**src/hdl/hash_keyed_lru_table_core_assert.svh**
```systemverilog
// Assertion macros used by the table datapath RTL.
// Each macro expects signals named clk and rst in the enclosing module.
`ifndef HASH_KEYED_LRU_TABLE_CORE_ASSERT_SVH
`define HASH_KEYED_LRU_TABLE_CORE_ASSERT_SVH

// The consequent must hold in the same cycle as the antecedent.
`define HKLT_ASSERT_SAME(lbl, ante, cons) \
  lbl: assert property (@(posedge clk) disable iff (rst) (ante) |-> (cons)) \
    else $error("hklt assertion failed");

// The consequent must hold in the cycle after the antecedent.
`define HKLT_ASSERT_NEXT(lbl, ante, cons) \
  lbl: assert property (@(posedge clk) disable iff (rst) (ante) |=> (cons)) \
    else $error("hklt assertion failed");

`endif

```
**src/hdl/hklt_pkg.sv**
```systemverilog
`default_nettype none
package hklt_pkg;

  localparam logic [1:0] OP_INSERT = 2'd0;
  localparam logic [1:0] OP_GET    = 2'd1;
  localparam logic [1:0] OP_CLEAR  = 2'd2;

  localparam logic [2:0] ST_FILLED   = 3'd0;
  localparam logic [2:0] ST_HIT      = 3'd1;
  localparam logic [2:0] ST_EVICTED  = 3'd2;
  localparam logic [2:0] ST_REJECTED = 3'd3;
  localparam logic [2:0] ST_GET_HIT  = 3'd4;
  localparam logic [2:0] ST_GET_MISS = 3'd5;
  localparam logic [2:0] ST_CLEARED  = 3'd6;

  localparam int          MAX_LEN_W     = 16;
  localparam logic [15:0] MAX_LEN_RESET = 16'd2048;
  localparam int          PADDR_W       = 3;
  localparam logic        REG_MAX_LEN   = 1'b0;

  typedef struct packed {
    logic capture;
    logic clear;
    logic scan_start;
    logic scan_run;
    logic commit;
    logic load_out;
  } hklt_cmd_t;

  typedef struct packed {
    logic scan_done;
    logic out_free;
  } hklt_stat_t;

endpackage
`default_nettype wire

```
**src/hdl/hklt_ctrl.sv**
```systemverilog
`default_nettype none
module hklt_ctrl
  import hklt_pkg::*;
(
  input  wire logic       clk,
  input  wire logic       rst,
  input  wire logic       req_valid,
  input  wire logic [1:0] req_op,
  output logic            req_ready,
  input  hklt_stat_t      st,
  output hklt_cmd_t       cmd
);

  typedef enum logic [3:0] {
    S_IDLE   = 4'b0001,
    S_SCAN   = 4'b0010,
    S_COMMIT = 4'b0100,
    S_DONE   = 4'b1000
  } state_t;

  state_t state;
  state_t state_next;

  always_ff @(posedge clk) begin
    if (rst) begin
      state <= S_IDLE;
    end else begin
      state <= state_next;
    end
  end

  always_comb begin
    state_next = state;
    cmd        = '0;
    req_ready  = 1'b0;
    unique case (state)
      S_IDLE: begin
        req_ready = !rst;
        if (req_valid && !rst) begin
          cmd.capture = 1'b1;
          unique case (req_op) inside
            OP_INSERT, OP_GET: begin
              cmd.scan_start = 1'b1;
              state_next     = S_SCAN;
            end
            OP_CLEAR: begin
              cmd.clear  = 1'b1;
              state_next = S_DONE;
            end
            default: begin
              state_next = S_IDLE;
            end
          endcase
        end
      end
      S_SCAN: begin
        cmd.scan_run = 1'b1;
        if (st.scan_done) begin
          state_next = S_COMMIT;
        end
      end
      S_COMMIT: begin
        cmd.commit = 1'b1;
        state_next = S_DONE;
      end
      S_DONE: begin
        if (st.out_free) begin
          cmd.load_out = 1'b1;
          state_next   = S_IDLE;
        end
      end
      default: begin
        state_next = S_IDLE;
      end
    endcase
  end

endmodule
`default_nettype wire

```
**config.mk**
```make
export PLATFORM = sky130hd
export DESIGN_NAME = hklt_ctrl
export DESIGN_NICKNAME = d
export VERILOG_FILES = /design/src/hdl/hash_keyed_lru_table_core_assert.svh /design/src/hdl/hklt_pkg.sv /design/src/hdl/hklt_ctrl.sv
export SDC_FILE = /design/constraint.sdc
export NUM_CORES = 1
export LEC_CHECK = 0
export BUFFER_PORTS_ARGS = -buffer_cell sky130_fd_sc_hd__buf_2
export CORE_AREA = 2 2 39 41
export CTS_BUF_LIST = sky130_fd_sc_hd__clkbuf_8
export DETAILED_ROUTE_END_ITERATION = 12
export DIE_AREA = 0 0 41 43
export PLACE_DENSITY = 0.47
export SLEW_MARGIN = 10
export SYNTH_ARGS = -nofsm -noshare
export SYNTH_HDL_FRONTEND = slang
export SYNTH_SLANG_ARGS = --single-unit
```
**constraint.sdc**
```tcl
create_clock -name clk -period 1.8 [get_ports clk]
set_input_delay 0.45 -clock clk [delete_from_list [all_inputs] [get_ports clk]]
set_output_delay 0.45 -clock clk [all_outputs]
set_load 0.05 [all_outputs]
```
Word level (Yosys, flattened, before mapping)
Cells that the tools add are included.
Widths: inputs -> output; s select.
{ "classes": {"n_eq_ne": 9, "mux": 14, "reduce_logical": 5} }
{ "ops": {"columns": ["op", "count"], "rows": [
  ["$pmux 4 s4", 1],
  ["$mux 4", 3],
  ["$pmux 4 s2", 1],
  ["$mux 1", 7],
  ["$mux 3", 2],
  ["$ne 2x2->1 const B", 3],
  ["$eq 4x1->1 const B", 1],
  ["$eq 4x2->1 const B", 1],
  ["$eq 4x3->1 const B", 1],
  ["$eq 4x4->1 const B", 1],
  ["$reduce_and 3->1", 1],
  ["$eq 2x1->1 const B", 1],
  ["$eq 2x2->1 const B", 1],
  ["$logic_not 2->1", 1],
  ["$reduce_or 2->1", 1],
  ["$logic_and 1x1->1", 1],
  ["$logic_not 1->1", 1]
]} }
{ "totals": {"register_bits": 4, "in_bits": 7, "output_inout_bits": 7, "elab_cells": 29} }

Logic depth before layout (Yosys ltp)
Gate-level depths: netlist (run 1).
{ "depth": {"word_depth": 5, "mapped_depth": 4} }

Least setup slack after synthesis (run 1)
Ideal clock, no wire load.
{ "synth_timing": {"path_kind": "flip-flop to output port", "start": "register state[1]", "end": "output port cmd[4] (netlist name)", "arrival_time_ns": 2.466, "required_ns": 1.350, "slack_ns": -1.116, "stages_incl_launch_ff": 5, "path_buffers": 0, "cell_sequence": "dfxtp_1 -> or4b_4 -> nor2_1 -> nand2_1 -> nor2_1"} }
{ "synth_lines": {"columns": ["element", "line", "source"], "rows": [
  ["start: declaration", "hklt_ctrl.sv:21", "state_t state;"],
  ["start signal: assignment", "hklt_ctrl.sv:28", "state <= state_next;"],
  ["end: declaration", "hklt_ctrl.sv:11", "output hklt_cmd_t cmd"]
]} }

==> qor_table.md, run 1 <==
| Parameter | Reported | Unit |
|:---|:---|:---|
| Status | complete, but fails checks | - |
| Failing checks | negative setup slack | - |
| Relative max-transition margin | 81.0 | % |
| Unique cell type count in the Yosys netlist | 18 | - |
| Ordered list of cells on the worst path | or4b_4 > nor2_4 > nand2_4 > nor2_4 > buf_6 | - |
| Number of flip-flops in the largest register | 4 | - |
| Final #Nets | 70 | - |
| Number of antenna violations at the first check in global routing | 0 | - |
| Max Clock Skew | 0.000449 | ns |
| Crit start category | flip-flop | - |
| Antenna cells | 0 | - |
| RSZ-0062 raised after global routing | true | - |
| I/O pins | 14 | - |
| Most repeated library cell on the critical path | nor2_4 | - |
| Register with the most flip-flops | state | - |
| Final count of pins violating max slew | 0 | - |
| Fraction of the cycle the final worst path needs | 111 | % |
| Fraction of the yosys area taken by sequential cells | 29.9 | % |
| Slew at the pin with the worst max-slew slack | 0.284 | ns |
| Post-DP HPWL | 580 | um |
| Static Leak | 0.272 | nW |
| Maximum clock path buffer count | 2 | - |
| Post-route antenna net violation count | 0 | - |
| Number of clock buffers inserted by TritonCTS | 3 | - |
| Cells after synthesis | 35 | - |
| Clock latency on the worst-skew pair | 0.21 | ns |
| Total routed wirelength | 800 | um |
| Sort of element at the end of the critical path | primary output | - |
| Worst Path Class, Setup | flip-flop to primary output | - |
| Critical path peak fanout | 3 | - |
| Area enclosed by the die boundary | 0.00176 | mm^2 |
| DR vias | 345 | - |
| Crit path required time | 1.35 | ns |
| Worst hold path stage count | 2 | - |
| Total grt overflow | 0 | - |
| Hold Worst Slack | 0.450 | ns |
| Clock-pin slew reported for the worst setup and hold paths after clock tree synthesis | 0.03 | ns |
| Highest-delay cell along the critical path | or4b_4 | - |
| Wire per inst | 10.4 | um |
| Fmax | 503 | MHz |
| Std cell rows | 14 | - |
| Core area | 0.00138 | mm^2 |
| Total number of H-tree levels | 1 | - |
| Number of global-route vias before repair | 340 | - |
| Stage delay of the slowest cell on the critical path | 0.55 | ns |
| Total of warnings raised by yosys | 0 | - |
| Final setup violation count | 5 | - |
| Layout cells sized above 1 | 68.9 | % |
| Growth of design area from synthesis to finish | 133 | % |
| Maxcap violations | 0 | - |
| Arrival time at the worst endpoint | 1.54 | ns |
| Post-cts hold buffer count | 0 | - |
| Clock tree from TritonCTS | done | - |
| Number of iterations in the first detailed-routing pass | 3 | - |
| Critical R2R Launch | state[3] | - |
| Worst r2r dst | state[1] | - |
| Buffer cell driving the clock tree root | clkbuf_8 | - |
| Chip Height | 43 | um |
| DR DRC count | 0 | - |
| Number of hold violations in the final report | 0 | - |
| Starting Density | 19.3 | % |
| Minimum clock period | 1.99 | ns |
| Violation count after the first detailed-routing iteration | 1 | - |
| Pwr dens | 700 | mW/mm^2 |
| Post-route setup slack | -0.190 | ns |
| Vias per std cell | 4.48 | - |
| Biggest regs | state (4) | - |
| Register-to-Register Setup Slack | 0.06 | ns |
| Number of port buffers | 13 | - |
| Utilization of the core after routing | 45.0 | % |
| Die span in x | 41 | um |
| Max rail drop VDD | 0.000349 | V |
| Filler instances | 138 | - |
| Worst slack after detailed placement | -0.0869 | ns |
| Critical hold path startpoint | rst | - |
| First-pass GRT wire length | 1330 | um |
| Synthesized area divided by synthesized cell count | 7.65 | um^2 |
| Overall track demand over capacity in global routing | 11.6 | % |
| Number of sinks driven by the clock tree | 4 | - |
| Largest net degree at the start of global routing | 7 | - |
| Last weighted congestion value of the routability-driven placer | 0.675 | - |
| Class of the worst hold path | primary input to flip-flop | - |
| Flop and latch count out of synthesis | 4 | - |
| Worst Hold Path EP | state[1] | - |
| Cell count of the worst reg-to-reg path | 5 | - |
| Net count after synthesis | 42 | - |
| Combined area of all synthesized cells | 268 | um^2 |
| Final Power | 0.436 | mW |
[cell type report]
cell class                      count  area, um^2  share of cell area (%)
Multi-Input combinational cell     28         251                    40.4
Tap cell                           16        20.0                    3.21
Sequential cell                     4        85.1                    13.7
Inverter                            3        15.0                    2.41
Clock buffer                        3        41.3                    6.63
Timing Repair Buffer               23         210                    33.7
[cell usage after synthesis]
cell type | number | share of area (%)
dfxtp_1 | 4 | 30
a21oi_1 | 1 | 1.9
nand2b_1 | 4 | 9.3
or4_1 | 1 | 2.8
nor4b_1 | 1 | 3.3
a21oi_2 | 1 | 3.3
nor3_1 | 2 | 3.7
a21boi_0 | 1 | 2.8
or4b_4 | 1 | 5.1
and3_1 | 2 | 4.7
mux2i_1 | 1 | 3.7
o32ai_1 | 1 | 3.3
o221ai_1 | 1 | 3.3
nor2_1 | 8 | 11
or3b_1 | 1 | 3.3
o21a_1 | 1 | 2.8
nand2_1 | 1 | 1.4
inv_1 | 3 | 4.2
[power breakdown]
| part | leakage [nW] | switching, mW | internal, mW | total, mW |
|---|---|---|---|---|
| Combinational | 0.217 | 0.0768 | 0.0756 | 0.152 |
| Sequential | 0.0337 | 0.00352 | 0.0954 | 0.0989 |
| Clock | 0.0216 | 0.0425 | 0.142 | 0.185 |
[cell families after synthesis]
group                  count (synthesis)  synth area share [%]
AND/OR/NAND/NOR                       21                  44.9
multiplexers                           1                  3.74
flip-flops                             4                  29.9
AO/OA/AOI/OAI                          6                  17.3
buffers and inverters                  3                  4.21
[routing by layer]
metal	wire, um	GRT usage, %	vias up
met1	316	13.9	158
met4	9	12.0	0
met3	40	1.57	2
met2	434	15.9	8
met5	0	0	-
li1	-	-	177
[worst max-delay path: cells and delay by family (launching register included)]
family | cells | cell delay, ns
and+or+nand+nor | 4 | 0.85
buffers and inverters | 1 | 0.16
DFF | 1 | 0.32
[worst max path at each step]
stage,from,to,depth (start not counted)
global route,state[3],cmd[3],5
global placement,state[2],cmd[3],5
finish,state[3],cmd[3],5
floorplan,state[2],cmd[3],4
detailed placement,state[2],cmd[3],5
CTS,state[3],cmd[4],5
[what timing repair did]
item	4_1_cts	5_1_grt
gates resized for setup	19	9
pin swaps	6	3
buffers inserted	1	1
endpoints found under the setup margin	6	7
endpoints found under the hold margin	0	0
[cells in the final DEF, fill, tap and decap left out, drive strengths merged, types with 2 or more instances in the layout]
| cell | n |
|---|---|
| a21oi | 2 |
| buf | 23 |
| dfxtp | 4 |
| nand2b | 4 |
| and3 | 2 |
| clkbuf | 3 |
| inv | 2 |
| nor2 | 8 |
| nor3 | 2 |
[metrics by stage]
step                setup TNS (ns)  cell area (um^2)  std cells
finish                      -0.730               623         77
global placement            -0.172               463         72
detailed placement          -0.204               463         72
CTS                         -0.824               578         76
floorplan                    -1.19               318         35
global route                -0.912               623         77
Note: power is estimated with default switching activity, not from simulation.
==> run 2, diff against run 1 <==
BUFFER_PORTS_ARGS = default   (was -buffer_cell sky130_fd_sc_hd__buf_2)
DONT_BUFFER_PORTS = 1   (was default)
PLACE_DENSITY = 0.38   (was 0.47)
==> qor_table.md, run 2 (synthesis gave the netlist of run 1 again) <==
| Parameter | Reported | Unit |
|:---|:---|:---|
| Status | complete, but fails checks | - |
| Failing checks | negative setup slack | - |
| Max rail drop VDD | 0.000358 | V |
| Worst Path Class, Setup | flip-flop to primary output | - |
| Final count of pins violating max slew | 0 | - |
| Total internal power | 0.300 | mW |
| DR DRC count | 0 | - |
| Ordered list of cells on the worst path | or4b_4 > nor2_4 > nand2_4 > nor2_4 > buf_12 | - |
| Number of flip-flops in the largest register | 4 | - |
| Die span in x | 41 | um |
| Placement-stage cell area | 458 | um^2 |
| Clock tree from TritonCTS | done | - |
| DR vias | 319 | - |
| Overall track demand over capacity in global routing | 11.3 | % |
| Post-cts hold buffer count | 0 | - |
| Stage delay of the slowest cell on the critical path | 0.53 | ns |
| Combined buffer and inverter count along the critical path | 1 | - |
| Slew at the pin with the worst max-slew slack | 0.247 | ns |
| Cell depth of the worst setup path | 5 | - |
| Chip Height | 43 | um |
| Number of antenna violations at the first check in global routing | 0 | - |
| Clock latency on the worst-skew pair | 0.22 | ns |
| Switching power share of the total | 28.6 | % |
| Sort of element at the end of the critical path | primary output | - |
| Layout cells sized above 1 | 61.5 | % |
| Post-route cell area | 543 | um^2 |
| Number of global-route vias before repair | 320 | - |
| RSZ-0062 raised after global routing | true | - |
| Cell count of the worst reg-to-reg path | 4 | - |
| Static Leak | 0.227 | nW |
| Register share of total power | 23.6 | % |
| Multi-input logic area | 229 | um^2 |
| Number of iterations in the first detailed-routing pass | 3 | - |
| Pwr dens | 774 | mW/mm^2 |
| Number of hold violations in the final report | 0 | - |
| Relative max-transition margin | 83.5 | % |
| Utilization of the core after routing | 39.2 | % |
| Arrival time at the worst endpoint | 1.54 | ns |
| Highest-delay cell along the critical path | or4b_4 | - |
| Most repeated library cell on the critical path | nor2_4 | - |
| Number of sinks driven by the clock tree | 4 | - |
| Area enclosed by the die boundary | 0.00176 | mm^2 |
| Total grt overflow | 0 | - |
| Last weighted congestion value of the routability-driven placer | 0.827 | - |
| Fraction of the cycle the final worst path needs | 110 | % |
| Final Power | 0.420 | mW |
| Commonest cells after routing, fill and taps aside | 9 x buf_4, 4 x nand2b_1, 4 x nor2_4, 4 x nor2_1 | - |
| Clock-pin slew reported for the worst setup and hold paths after clock tree synthesis | 0.03 | ns |
| Buffer cell driving the clock tree root | clkbuf_8 | - |
| Violation count after the first detailed-routing iteration | 4 | - |
| Worst hold path stage count | 1 | - |
| Biggest regs | state (4) | - |
| Family with the most delay on the worst path | simple AND/OR/NAND/NOR gates | - |
| Post-route antenna net violation count | 0 | - |
| Class of the worst hold path | primary input to flip-flop | - |
| Fmax | 503 | MHz |
| Minimum clock period | 1.99 | ns |
| Core area | 0.00138 | mm^2 |
| Maximum clock path buffer count | 2 | - |
| Vias per std cell | 4.69 | - |
| Total number of H-tree levels | 1 | - |
| Crit start category | flip-flop | - |
| I/O pins | 14 | - |
| Largest net degree at the start of global routing | 8 | - |
| Leading cell type in the layout, fill and taps excluded | buf_4 | - |
| Total routed wirelength | 826 | um |
| Final setup violation count | 5 | - |
| Filler instances | 145 | - |
| Combinational power share | 30.7 | % |
| Net Switching | 0.120 | mW |
| Number of port buffers | 0 | - |
| Number of clock buffers inserted by TritonCTS | 3 | - |
| Register with the most flip-flops | state | - |
| Post-route setup slack | -0.187 | ns |
| Critical path peak fanout | 3 | - |
| Starting Density | 19.3 | % |
| Final #Nets | 61 | - |
| First-pass GRT wire length | 1250 | um |
| Std cell rows | 14 | - |
| Antenna cells | 0 | - |
| Post-DP HPWL | 635 | um |
| Total area of sequential cells | 83.8 | um^2 |
| Crit path required time | 1.35 | ns |
| Wire per inst | 12.1 | um |
| Power share of the clock group | 45.7 | % |
| Max Clock Skew | 0.00416 | ns |
| Maxcap violations | 0 | - |
| Register-to-Register Setup Slack | 0.20 | ns |
| Growth of design area from synthesis to finish | 103 | % |
-- run 2: cell count changes in the layout (fill, tap and decap cells not counted), sizes merged --
cell and change:
buf -9
-- run 2: power by group through the flow --
stage | clock network, mW | logic [mW] | registers (mW)
2_1_floorplan | 0 | 0.0723 | 0.103
3_3_place_gp | 0 | 0.110 | 0.0991
3_5_place_dp | 0 | 0.111 | 0.0992
4_1_cts | 0.198 | 0.120 | 0.0983
5_1_grt | 0.205 | 0.137 | 0.0996
6_report | 0.192 | 0.129 | 0.0994
-- run 2: final cells by class --
cell class | count | area share [%]
well taps | 16 | 3.69
repair buffers | 14 | 28.3
flip-flops and latches | 4 | 15.4
multi-input cells | 28 | 42.2
inverters | 3 | 2.76
clock buffers | 3 | 7.60
-- run 2: worst paths after layout --
kind,start,end
worst max-delay path,state[3],cmd[4]
worst min-delay path,rst,state[1]
worst max register to register,state[3],state[1]
worst min register to register,state[3],state[0]
-- run 2: through the flow --
step                instances  setup TNS, ns  hold WS (ns)  worst slack [ns]
floorplan                  35          -1.19         0.512            -0.313
global placement           62      -0.000156         0.516         -0.000156
CTS                        66         -0.755         0.284            -0.201
detailed placement         62        -0.0108         0.517           -0.0108
global route               68         -0.954         0.282            -0.249
finish                     68         -0.704         0.287            -0.187
-- run 2: what timing repair did --
item / CTS / global route
resized for setup: 4 / 3
pin swaps: 3 / 2
setup endpoints to repair: 5 / 5
endpoints found under the hold margin: 0 / 0
setup buffers: 1 / 2
-- run 2: layer usage --
metal	vias to the layer above	part of all wire, %	wire length (um)	global-route usage (%)
met1	144	38	312	9.97
met5	-	0	0	0
li1	161	-	-	-
met2	11	51	419	18.1
met3	3	7.9	65	3.14
met4	0	3.4	28	12.0
